==> src/qoig_pkg.sv <==
// ----------------------------------------------------------------------------
// qoig_pkg: shared types and microcode for the quadtree order index generator
// holds the register map, the sequencer step codes and the control store
// ----------------------------------------------------------------------------
package qoig_pkg;

	// register map, byte addresses
	localparam int unsigned PADDR_W = 4;
	localparam logic [PADDR_W-1:0] ADDR_SIDE_X     = 4'h0;
	localparam logic [PADDR_W-1:0] ADDR_SIDE_Y     = 4'h4;
	localparam logic [PADDR_W-1:0] ADDR_ROW_STRIDE = 4'h8;

	// register widths and reset values
	localparam int unsigned SIDE_W   = 6;
	localparam int unsigned STRIDE_W = 7;
	localparam logic [SIDE_W-1:0]   SIDE_RESET   = 6'd28;
	localparam logic [STRIDE_W-1:0] STRIDE_RESET = 7'd28;

	// result field widths
	localparam int unsigned INDEX_W = 11;
	localparam int unsigned COORD_W = 5;
	localparam int unsigned POS_W   = 10;

	// sequencer steps
	typedef enum logic [2:0] {
		STEP_IDLE,
		STEP_TOTAL,
		STEP_Q0,
		STEP_Q1,
		STEP_Q2,
		STEP_EMIT
	} step_t;

	// multiplier operand selects
	typedef enum logic [1:0] {
		A_LX,
		A_LW,
		A_RW,
		A_STRIDE
	} mul_a_t;

	typedef enum logic [1:0] {
		B_LY,
		B_TH,
		B_BH,
		B_X
	} mul_b_t;

	// datapath operations
	typedef enum logic [2:0] {
		OP_LOAD,
		OP_TOTAL,
		OP_Q0,
		OP_Q1,
		OP_Q2,
		OP_EMIT
	} dp_op_t;

	// branch conditions
	typedef enum logic [1:0] {
		COND_NO_IN,
		COND_ALWAYS,
		COND_HIT,
		COND_OUT_BUSY
	} cond_t;

	typedef struct packed {
		mul_a_t a_sel;
		mul_b_t b_sel;
		dp_op_t op;
		cond_t  cond;
		logic   exit_done;
		step_t  jt;
		step_t  jf;
	} ctrl_word_t;

	// exit target when the descent is finished
	localparam step_t STEP_EXIT = STEP_EMIT;

	// control store
	function automatic ctrl_word_t ucode(input step_t s);
		ctrl_word_t w;
		w = '{a_sel: A_LX, b_sel: B_LY, op: OP_LOAD, cond: COND_NO_IN,
			exit_done: 1'b0, jt: STEP_IDLE, jf: STEP_TOTAL};
		unique case (s)
			STEP_IDLE: begin
				w = '{a_sel: A_LX, b_sel: B_LY, op: OP_LOAD, cond: COND_NO_IN,
					exit_done: 1'b0, jt: STEP_IDLE, jf: STEP_TOTAL};
			end
			STEP_TOTAL: begin
				w = '{a_sel: A_LX, b_sel: B_LY, op: OP_TOTAL, cond: COND_ALWAYS,
					exit_done: 1'b0, jt: STEP_Q0, jf: STEP_Q0};
			end
			STEP_Q0: begin
				w = '{a_sel: A_LW, b_sel: B_TH, op: OP_Q0, cond: COND_HIT,
					exit_done: 1'b1, jt: STEP_Q0, jf: STEP_Q1};
			end
			STEP_Q1: begin
				w = '{a_sel: A_RW, b_sel: B_TH, op: OP_Q1, cond: COND_HIT,
					exit_done: 1'b0, jt: STEP_Q0, jf: STEP_Q2};
			end
			STEP_Q2: begin
				w = '{a_sel: A_LW, b_sel: B_BH, op: OP_Q2, cond: COND_ALWAYS,
					exit_done: 1'b0, jt: STEP_Q0, jf: STEP_Q0};
			end
			STEP_EMIT: begin
				w = '{a_sel: A_STRIDE, b_sel: B_X, op: OP_EMIT, cond: COND_OUT_BUSY,
					exit_done: 1'b0, jt: STEP_EMIT, jf: STEP_IDLE};
			end
			default: begin
				w = '{a_sel: A_LX, b_sel: B_LY, op: OP_LOAD, cond: COND_NO_IN,
					exit_done: 1'b0, jt: STEP_IDLE, jf: STEP_IDLE};
			end
		endcase
		return w;
	endfunction

endpackage

==> src/qoig_if.sv <==
// ----------------------------------------------------------------------------
// qoig channel interfaces
// request channel carries the restart flag, response channel one cell
// ----------------------------------------------------------------------------
interface qoig_req_if;
	logic valid;
	logic ready;
	logic restart;

	modport source (output valid, output restart, input ready);
	modport sink   (input valid, input restart, output ready);
endinterface

interface qoig_rsp_if;
	logic                         valid;
	logic                         ready;
	logic [qoig_pkg::INDEX_W-1:0] index;
	logic [qoig_pkg::COORD_W-1:0] coord_x;
	logic [qoig_pkg::COORD_W-1:0] coord_y;
	logic [qoig_pkg::POS_W-1:0]   position;
	logic                         last;

	modport source (output valid, output index, output coord_x, output coord_y,
		output position, output last, input ready);
	modport sink   (input valid, input index, input coord_x, input coord_y,
		input position, input last, output ready);
endinterface

==> src/quadtree_order_index_generator_core.sv <==
// ----------------------------------------------------------------------------
// quadtree order index generator core
// emits the cells of a side_x by side_y grid in recursive quadtree order
// ----------------------------------------------------------------------------
// Each request transaction yields one response transaction: the next cell of
// the quadtree traversal with its linear index (row_stride * x + y), its
// coordinates, its order position and a last flag; restart=1 begins again at
// position 0, and after the last cell the traversal wraps to position 0. The
// cell is found by descending from the root through a microcoded sequencer
// driving one shared multiplier: after the idle step that accepts a request,
// the sequencer computes the cell count, descends L levels (L at most
// STACK_DEPTH) at one multiplier step per quadrant tested and one to three
// quadrants per level, makes a final leaf test and then emits the result into
// the result register. Requests are taken one at a time; a finished result
// waits in the output register while the next request is accepted, and the
// emit step holds for as long as an earlier result is still waiting unread.
// Configuration is written through the APB port; the user must write it only
// while the block is idle, as the block itself does not enforce this.
// ----------------------------------------------------------------------------
module quadtree_order_index_generator_core #(
	parameter int unsigned MAX_SIDE    = 32,
	parameter int unsigned STACK_DEPTH = 6
) (
	input  logic                         clk,
	input  logic                         arst_n,
	// configuration port
	input  logic                         psel,
	input  logic                         penable,
	input  logic                         pwrite,
	input  logic [qoig_pkg::PADDR_W-1:0] paddr,
	input  logic [31:0]                  pwdata,
	output logic [31:0]                  prdata,
	output logic                         pready,
	// channels
	qoig_req_if.sink                     req,
	qoig_rsp_if.source                   rsp
);

	// side lengths, coordinates, cell counts, multiplier and level widths
	localparam int unsigned SW   = $clog2(MAX_SIDE + 1);
	localparam int unsigned CW   = $clog2(MAX_SIDE);
	localparam int unsigned KW   = 2 * SW;
	localparam int unsigned MW   = (SW > qoig_pkg::STRIDE_W) ? SW : qoig_pkg::STRIDE_W;
	localparam int unsigned PW   = 2 * MW;
	localparam int unsigned LVW  = $clog2(STACK_DEPTH + 1);
	localparam int unsigned EXTW = SW + qoig_pkg::SIDE_W;

	// configuration registers
	logic [qoig_pkg::SIDE_W-1:0]   side_x_q;
	logic [qoig_pkg::SIDE_W-1:0]   side_y_q;
	logic [qoig_pkg::STRIDE_W-1:0] row_stride_q;

	// sequencer
	qoig_pkg::step_t      step_q;
	qoig_pkg::step_t      step_d;
	qoig_pkg::ctrl_word_t cw;

	// datapath registers
	logic [SW-1:0]  lx_q;
	logic [SW-1:0]  ly_q;
	logic [CW-1:0]  x_q;
	logic [CW-1:0]  y_q;
	logic [KW-1:0]  k_q;
	logic [KW-1:0]  pos_q;
	logic [KW-1:0]  total_q;
	logic [KW-1:0]  order_count_q;
	logic [LVW-1:0] lvl_q;
	logic           restart_q;

	// output register
	logic                         out_valid_q;
	logic [qoig_pkg::INDEX_W-1:0] out_index_q;
	logic [qoig_pkg::COORD_W-1:0] out_x_q;
	logic [qoig_pkg::COORD_W-1:0] out_y_q;
	logic [qoig_pkg::POS_W-1:0]   out_pos_q;
	logic                         out_last_q;

	// combinational datapath
	logic [SW-1:0]   lx_clamp;
	logic [SW-1:0]   ly_clamp;
	logic [SW:0]     lx_inc;
	logic [SW:0]     ly_inc;
	logic [SW-1:0]   lw;
	logic [SW-1:0]   rw;
	logic [SW-1:0]   th;
	logic [SW-1:0]   bh;
	logic [MW-1:0]   mul_a;
	logic [MW-1:0]   mul_b;
	logic [PW-1:0]   prod;
	logic            hit;
	logic            done;
	logic            out_busy;
	logic            req_fire;
	logic            wrap_zero;
	logic [KW-1:0]   start_k;
	logic            is_last;
	logic [PW-1:0]   index_sum;
	logic [CW+qoig_pkg::COORD_W-1:0] x_ext;
	logic [CW+qoig_pkg::COORD_W-1:0] y_ext;
	logic [KW+qoig_pkg::POS_W-1:0]   pos_ext;
	logic            cfg_wr;

	// --------------------------------------------------------------------
	// configuration port: write on the access cycle, no wait states
	// --------------------------------------------------------------------
	assign pready = 1'b1;
	assign cfg_wr = psel && penable && pwrite;

	always_ff @(posedge clk or negedge arst_n) begin
		if (!arst_n) begin
			side_x_q     <= qoig_pkg::SIDE_RESET;
			side_y_q     <= qoig_pkg::SIDE_RESET;
			row_stride_q <= qoig_pkg::STRIDE_RESET;
		end else if (cfg_wr) begin
			unique case (paddr)
				qoig_pkg::ADDR_SIDE_X:     side_x_q     <= pwdata[qoig_pkg::SIDE_W-1:0];
				qoig_pkg::ADDR_SIDE_Y:     side_y_q     <= pwdata[qoig_pkg::SIDE_W-1:0];
				qoig_pkg::ADDR_ROW_STRIDE: row_stride_q <= pwdata[qoig_pkg::STRIDE_W-1:0];
				default: ;
			endcase
		end
	end

	always_comb begin
		unique case (paddr)
			qoig_pkg::ADDR_SIDE_X:     prdata = 32'(side_x_q);
			qoig_pkg::ADDR_SIDE_Y:     prdata = 32'(side_y_q);
			qoig_pkg::ADDR_ROW_STRIDE: prdata = 32'(row_stride_q);
			default:                   prdata = '0;
		endcase
	end

	// --------------------------------------------------------------------
	// side clamping: zero reads as one, oversized reads as MAX_SIDE
	// --------------------------------------------------------------------
	always_comb begin
		if (side_x_q == '0) begin
			lx_clamp = SW'(1);
		end else if (EXTW'(side_x_q) > EXTW'(MAX_SIDE)) begin
			lx_clamp = SW'(MAX_SIDE);
		end else begin
			lx_clamp = SW'(side_x_q);
		end
		if (side_y_q == '0) begin
			ly_clamp = SW'(1);
		end else if (EXTW'(side_y_q) > EXTW'(MAX_SIDE)) begin
			ly_clamp = SW'(MAX_SIDE);
		end else begin
			ly_clamp = SW'(side_y_q);
		end
	end

	// --------------------------------------------------------------------
	// region split: first part of each side is the rounded-up half
	// --------------------------------------------------------------------
	assign lx_inc = {1'b0, lx_q} + (SW+1)'(1);
	assign ly_inc = {1'b0, ly_q} + (SW+1)'(1);
	assign lw     = lx_inc[SW:1];
	assign th     = ly_inc[SW:1];
	assign rw     = lx_q - lw;
	assign bh     = ly_q - th;

	// leaf reached or stack exhausted
	assign done = ((lx_q == SW'(1)) && (ly_q == SW'(1))) || (lvl_q == LVW'(STACK_DEPTH));

	// --------------------------------------------------------------------
	// shared multiplier with operand selection from the control word
	// --------------------------------------------------------------------
	assign cw = qoig_pkg::ucode(step_q);

	always_comb begin
		case (cw.a_sel)
			qoig_pkg::A_LX:     mul_a = MW'(lx_q);
			qoig_pkg::A_LW:     mul_a = MW'(lw);
			qoig_pkg::A_RW:     mul_a = MW'(rw);
			qoig_pkg::A_STRIDE: mul_a = MW'(row_stride_q);
			default:            mul_a = '0;
		endcase
		case (cw.b_sel)
			qoig_pkg::B_LY: mul_b = MW'(ly_q);
			qoig_pkg::B_TH: mul_b = MW'(th);
			qoig_pkg::B_BH: mul_b = MW'(bh);
			qoig_pkg::B_X:  mul_b = MW'(x_q);
			default:        mul_b = '0;
		endcase
	end

	assign prod = mul_a * mul_b;

	// order position falls inside the quadrant under test
	assign hit = PW'(k_q) < prod;

	// start position: restart, or wrap when the count is past a shrunk grid
	assign wrap_zero = restart_q || (PW'(order_count_q) >= prod);
	assign start_k   = wrap_zero ? '0 : order_count_q;

	assign is_last   = (pos_q == (total_q - KW'(1)));
	assign index_sum = prod + PW'(y_q);
	assign x_ext     = (CW+qoig_pkg::COORD_W)'(x_q);
	assign y_ext     = (CW+qoig_pkg::COORD_W)'(y_q);
	assign pos_ext   = (KW+qoig_pkg::POS_W)'(pos_q);

	// handshake
	assign req.ready = (step_q == qoig_pkg::STEP_IDLE);
	assign req_fire  = req.valid && req.ready;
	assign out_busy  = out_valid_q && !rsp.ready;

	// --------------------------------------------------------------------
	// sequencer: next step from the control word's branch fields
	// --------------------------------------------------------------------
	always_comb begin
		logic take;
		take = 1'b0;
		case (cw.cond)
			qoig_pkg::COND_NO_IN:    take = !req.valid;
			qoig_pkg::COND_ALWAYS:   take = 1'b1;
			qoig_pkg::COND_HIT:      take = hit;
			qoig_pkg::COND_OUT_BUSY: take = out_busy;
			default:                 take = 1'b0;
		endcase
		if (cw.exit_done && done) begin
			step_d = qoig_pkg::STEP_EXIT;
		end else if (take) begin
			step_d = cw.jt;
		end else begin
			step_d = cw.jf;
		end
	end

	always_ff @(posedge clk or negedge arst_n) begin
		if (!arst_n) begin
			step_q <= qoig_pkg::STEP_IDLE;
		end else begin
			step_q <= step_d;
		end
	end

	// --------------------------------------------------------------------
	// datapath registers without reset
	// --------------------------------------------------------------------
	always_ff @(posedge clk) begin
		case (cw.op)
			qoig_pkg::OP_LOAD: begin
				// capture the request and the grid size
				if (req_fire) begin
					restart_q <= req.restart;
					lx_q      <= lx_clamp;
					ly_q      <= ly_clamp;
				end
			end
			qoig_pkg::OP_TOTAL: begin
				// prod holds the cell count here
				total_q <= prod[KW-1:0];
				k_q     <= start_k;
				pos_q   <= start_k;
				x_q     <= '0;
				y_q     <= '0;
				lvl_q   <= '0;
			end
			qoig_pkg::OP_Q0: begin
				// top-left quadrant
				if (!done) begin
					if (hit) begin
						lx_q  <= lw;
						ly_q  <= th;
						lvl_q <= lvl_q + LVW'(1);
					end else begin
						k_q <= k_q - prod[KW-1:0];
					end
				end
			end
			qoig_pkg::OP_Q1: begin
				// top-right quadrant
				if (hit) begin
					x_q   <= x_q + CW'(lw);
					lx_q  <= rw;
					ly_q  <= th;
					lvl_q <= lvl_q + LVW'(1);
				end else begin
					k_q <= k_q - prod[KW-1:0];
				end
			end
			qoig_pkg::OP_Q2: begin
				// bottom-left on a hit, otherwise bottom-right
				if (hit) begin
					y_q  <= y_q + CW'(th);
					lx_q <= lw;
					ly_q <= bh;
				end else begin
					k_q  <= k_q - prod[KW-1:0];
					x_q  <= x_q + CW'(lw);
					y_q  <= y_q + CW'(th);
					lx_q <= rw;
					ly_q <= bh;
				end
				lvl_q <= lvl_q + LVW'(1);
			end
			qoig_pkg::OP_EMIT: begin
				// prod holds row_stride * x here
				if (!out_busy) begin
					out_index_q <= index_sum[qoig_pkg::INDEX_W-1:0];
					out_x_q     <= x_ext[qoig_pkg::COORD_W-1:0];
					out_y_q     <= y_ext[qoig_pkg::COORD_W-1:0];
					out_pos_q   <= pos_ext[qoig_pkg::POS_W-1:0];
					out_last_q  <= is_last;
				end
			end
			default: ;
		endcase
	end

	// --------------------------------------------------------------------
	// control registers: traversal count and output valid
	// --------------------------------------------------------------------
	always_ff @(posedge clk or negedge arst_n) begin
		if (!arst_n) begin
			order_count_q <= '0;
			out_valid_q   <= 1'b0;
		end else begin
			if (cw.op == qoig_pkg::OP_EMIT && !out_busy) begin
				order_count_q <= is_last ? '0 : pos_q + KW'(1);
				out_valid_q   <= 1'b1;
			end else if (rsp.ready) begin
				out_valid_q <= 1'b0;
			end
		end
	end

	assign rsp.valid    = out_valid_q;
	assign rsp.index    = out_index_q;
	assign rsp.coord_x  = out_x_q;
	assign rsp.coord_y  = out_y_q;
	assign rsp.position = out_pos_q;
	assign rsp.last     = out_last_q;

endmodule

==> src/flat_wrapper.sv <==
// flat-port wrapper written by rule: the top's interface ports become plain ports
module quadtree_order_index_generator_core_flat 
#(
	parameter int unsigned MAX_SIDE    = 32,
	parameter int unsigned STACK_DEPTH = 6
)
  (clk, arst_n, psel, penable, pwrite, paddr, pwdata, prdata, pready, req_valid, req_restart, req_ready, rsp_valid, rsp_index, rsp_coord_x, rsp_coord_y, rsp_position, rsp_last, rsp_ready);
  qoig_req_if req_i ();
  qoig_rsp_if rsp_i ();
  input  logic clk;
  input  logic arst_n;
  input  logic psel;
  input  logic penable;
  input  logic pwrite;
  input  logic [qoig_pkg::PADDR_W-1:0] paddr;
  input  logic [31:0] pwdata;
  output logic [31:0] prdata;
  output logic pready;
  input wire logic [$bits(req_i.valid)-1:0] req_valid;
  input wire logic [$bits(req_i.restart)-1:0] req_restart;
  output wire logic [$bits(req_i.ready)-1:0] req_ready;
  output wire logic [$bits(rsp_i.valid)-1:0] rsp_valid;
  output wire logic [$bits(rsp_i.index)-1:0] rsp_index;
  output wire logic [$bits(rsp_i.coord_x)-1:0] rsp_coord_x;
  output wire logic [$bits(rsp_i.coord_y)-1:0] rsp_coord_y;
  output wire logic [$bits(rsp_i.position)-1:0] rsp_position;
  output wire logic [$bits(rsp_i.last)-1:0] rsp_last;
  input wire logic [$bits(rsp_i.ready)-1:0] rsp_ready;
  assign req_i.valid = req_valid;
  assign req_i.restart = req_restart;
  assign req_ready = req_i.ready;
  assign rsp_valid = rsp_i.valid;
  assign rsp_index = rsp_i.index;
  assign rsp_coord_x = rsp_i.coord_x;
  assign rsp_coord_y = rsp_i.coord_y;
  assign rsp_position = rsp_i.position;
  assign rsp_last = rsp_i.last;
  assign rsp_i.ready = rsp_ready;
  quadtree_order_index_generator_core #(.MAX_SIDE(MAX_SIDE), .STACK_DEPTH(STACK_DEPTH)) u_core (.clk(clk), .arst_n(arst_n), .psel(psel), .penable(penable), .pwrite(pwrite), .paddr(paddr), .pwdata(pwdata), .prdata(prdata), .pready(pready), .req(req_i), .rsp(rsp_i));
endmodule
==> config.mk <==
export PLATFORM = sky130hd
export DESIGN_NAME = quadtree_order_index_generator_core_flat
export DESIGN_NICKNAME = d
export VERILOG_FILES = /design/src/qoig_pkg.sv /design/src/qoig_if.sv /design/src/quadtree_order_index_generator_core.sv /design/src/flat_wrapper.sv
export SDC_FILE = /design/constraint.sdc
export NUM_CORES = 1
export LEC_CHECK = 0
export ABC_AREA = 1
export BUFFER_PORTS_ARGS = -buffer_cell sky130_fd_sc_hd__buf_4
export CAP_MARGIN = 10
export CORE_UTILIZATION = 60
export DETAILED_ROUTE_END_ITERATION = 12
export GPL_ROUTABILITY_DRIVEN = 0
export PLACE_DENSITY_LB_ADDON = 0.1
export SLEW_MARGIN = 20
export SYNTH_ARGS = -nofsm -noshare
export SYNTH_HDL_FRONTEND = slang
export SYNTH_SLANG_ARGS = --single-unit
==> constraint.sdc <==
create_clock -name clk -period 10.1 [get_ports clk]
set_input_delay 2.02 -clock clk [delete_from_list [all_inputs] [get_ports clk]]
set_output_delay 2.02 -clock clk [all_outputs]
set_load 0.1 [all_outputs]
==> flow_summary.toml <==
[layout]
fillers = 1337
multi_input_area_um2 = 5112
register_area_um2 = 3710
syn2layout_area_growth_pct = 12.12
final_nets = 1421
final_cell_area_um2 = 10970
drive_above_1_share = 0.09937
diodes = 0

[floorplanning]
rows = 46
die_h_um = 129.7
initial_core_util = 0.6159
fp.dieW_um = 129.7
ios = 111
fp.dieArea_um2 = 16820
core_area_um2 = 15890

[global_route]
gr-total-overflow = 0
met2_usage = 0.4678
grt_pass1_vias = 7473
grtUsageMet3 = 0.04920
grt-busiest-layer = "met2"
grt_util_met1 = 0.3884
antenna_found_initial = 0
grt_max_degree = 36
grt_pass1_wl_um = 36600
grt_use_total = 0.2866

[worst_setup_path]
required_ns = 10.15
r2r-end = "u_core.ly_q[3]"
crit_path_end_kind = "flip-flop"
worst-path-max-fanout = 12
critPathKind = "flip-flop to flip-flop"
critPathMaxStageDelay_ns = 0.65
r2r_slack_ns = 0.99
cp-start-kind = "flip-flop"
reg2reg_depth = 41
crit_top_cell = "inv_1"
cpMaxStageDelayCell = "nor3_1"
reg2reg_from = "u_core.lx_q[0]"
arrival_ns = 9.15

[yosys]
yosysTopAreaCellShare = 0.2885
synth_area_leader_cell = "edfxtp_1"
ys_seq_area_frac = 0.3792
synth_seq_cells = 129
ys.flop_type = "edfxtp_1"
synth-edff-count = 94
synth_cells = 1198
netlist_area_um2 = 9784
ys_top_cells_by_area = "edfxtp_1 (29%), ha_1 (11%), nand2_1 (9.5%)"
ys_types = 47
yosys_warnings = 0
synth-async-reset-ratio = 0.2713
synthTopCellsByCount = "nand2_1 (248), inv_1 (209), nor2_1 (122)"
avgSynthCellArea_um2 = 8.167
synth_most_common_cell = "nand2_1"

[cts]
clkTransAtPathRegs_ns = 0.06
clk_latency_ns = 0.42
cts_resized = 0
cts.hold.buffers_added = 0
cts_tree = "done"
post_cts_buffers = 0
clockBufferDepth = 2
cts.sinks = 129
root_buffer = "clkbuf_16"
cts-htree-levels = 4
numCtsBuffers = 17

[sta]
skew_ns = 0.01097
hold_viol = 0
tightest_slew_ns = 0.9967
slew_headroom = 0.3285
finalCritPeriodShare = 0.9015
slew_violations = 0
fmax_mhz = 109.8
fin_crit_ns = 9.105
grt_setup_unrepaired = "false"
setup_tns_ns = 0
final-setup-viol-count = 0

[worst_hold_path]
hold_path_depth = 0
hp-class = "flip-flop to flip-flop"
hold_end = "u_core.rsp.position[3]"
worstHoldStart = "u_core.pos_q[3]"

[drt]
vias_per_cell = 5.374
antenna_left = 0
wl_per_cell_um = 15.07
drtIter0Drc = 681
wirelength_um = 22510
first_pass_iters = 5
drc = 0
dr_total_vias = 8029

[run]
maxCapViolCount = 0

[place]
post_dp_cell_area_um2 = 10370
dp_hpwl_um = 17280
port-buffer-count = 59

[status]
outcome = "completed"
## sequential cells by signal, summed over array words and instances (netlist names), 3 cells and up
| signal | cells |
|---|---|
| u_core.lx_q | 6 |
| u_core.x_q | 5 |
| u_core.step_q | 3 |
| u_core.k_q | 12 |
| u_core.side_x_q | 6 |
| u_core.order_count_q | 12 |
| u_core.side_y_q | 6 |
| u_core.rsp.coord_x | 5 |
| u_core.total_q | 12 |
| u_core.y_q | 5 |
| u_core.lvl_q | 3 |
| u_core.rsp.position | 10 |
| u_core.pos_q | 12 |
| u_core.rsp.index | 11 |
| u_core.row_stride_q | 7 |
| u_core.rsp.coord_y | 5 |
| u_core.ly_q | 6 |
## worst max path at each step
stage | from | end | slack [ns] | cells after the start
final | u_core.lx_q[0] | u_core.ly_q[3] | 0.99 | 41
after global routing | u_core.lx_q[0] | u_core.ly_q[0] | 0.38 | 41
after CTS | u_core.lx_q[0] | u_core.ly_q[1] | 1.13 | 41
after detailed placement | u_core.lx_q[1] | u_core.ly_q[1] | 1.16 | 41
after global placement | u_core.lx_q[0] | u_core.ly_q[1] | 1.30 | 41
after floorplan | u_core.lx_q[0] | u_core.lx_q[0] | 2.51 | 41
## final cells by class
type / instances / share of cell area
Clock buffer: 21 / 0.04596
Clock inverter: 11 / 0.008896
Inverter: 212 / 0.07254
Multi-Input combinational cell: 841 / 0.4660
Sequential cell: 129 / 0.3382
Tap cell: 216 / 0.02464
Timing Repair Buffer: 64 / 0.04380
## cell usage in the layout, fill, tap and decap left out, types with 3 or more instances in the layout
master	n
nand2_1	248
inv_1	209
nor2_1	120
edfxtp_1	94
ha_1	87
nand3_1	66
buf_4	64
o21ai_0	60
a21oi_1	52
xor2_1	42
conb_1	28
nand4_1	27
dfrtp_1	26
fa_1	25
clkbuf_16	20
xnor2_1	18
nor3_1	11
dfstp_2	9
or2_2	7
o21ai_1	6
nor2_2	5
o22ai_1	5
a31oi_1	4
clkinv_2	4
o211ai_1	3
nand2_2	3
nor4_1	3
clkinv_4	3
## per-stage QoR
stage | setup WS (ns) | util | cells | hold slack [ns]
after floorplan | 2.511 | - | 1224 | 0.4264
after global placement | 1.300 | 0.6527 | 1462 | 0.4369
after detailed placement | 1.159 | 0.6527 | 1462 | 0.4408
after CTS | 1.130 | 0.6906 | 1494 | 0.4541
after global routing | 0.3811 | 0.6906 | 1494 | 0.4818
final | 0.9948 | 0.6906 | 1494 | 0.4578
## critical path, delay by kind of cell (launching register included)
kind            cells  cell delay, ns
simple gates       17            2.43
buf+inv             9            0.74
compound gates      4            0.58
fa+ha+maj           8            3.29
flops               1            0.50
xor+xnor            3            1.16
## cells by family (layout without fill, tap and decap cells)
| kind of cell | after synthesis | in the layout | synth area share |
|---|---|---|---|
| AND/OR/NAND/NOR | 497 | 497 | 0.2146 |
| buffers and inverters | 254 | 308 | 0.1093 |
| AO/OA/AOI/OAI | 144 | 144 | 0.08005 |
| flip-flops | 129 | 129 | 0.3792 |
| adder cells (fa/ha/maj) | 112 | 112 | 0.1624 |
| XOR/XNOR | 60 | 60 | 0.05371 |
| other | 2 | 28 | 0.0007675 |
## routing by layer
| layer | wire (um) | share of wire |
|---|---|---|
| met1 | 10040 | 0.45 |
| met2 | 10510 | 0.47 |
| met3 | 1497 | 0.067 |
| met4 | 463 | 0.021 |
| met5 | 0 | 0 |
Power is left out: the tool's default activity adds up to more than one toggle a clock period on the data nets, which glitch-free logic cannot reach.
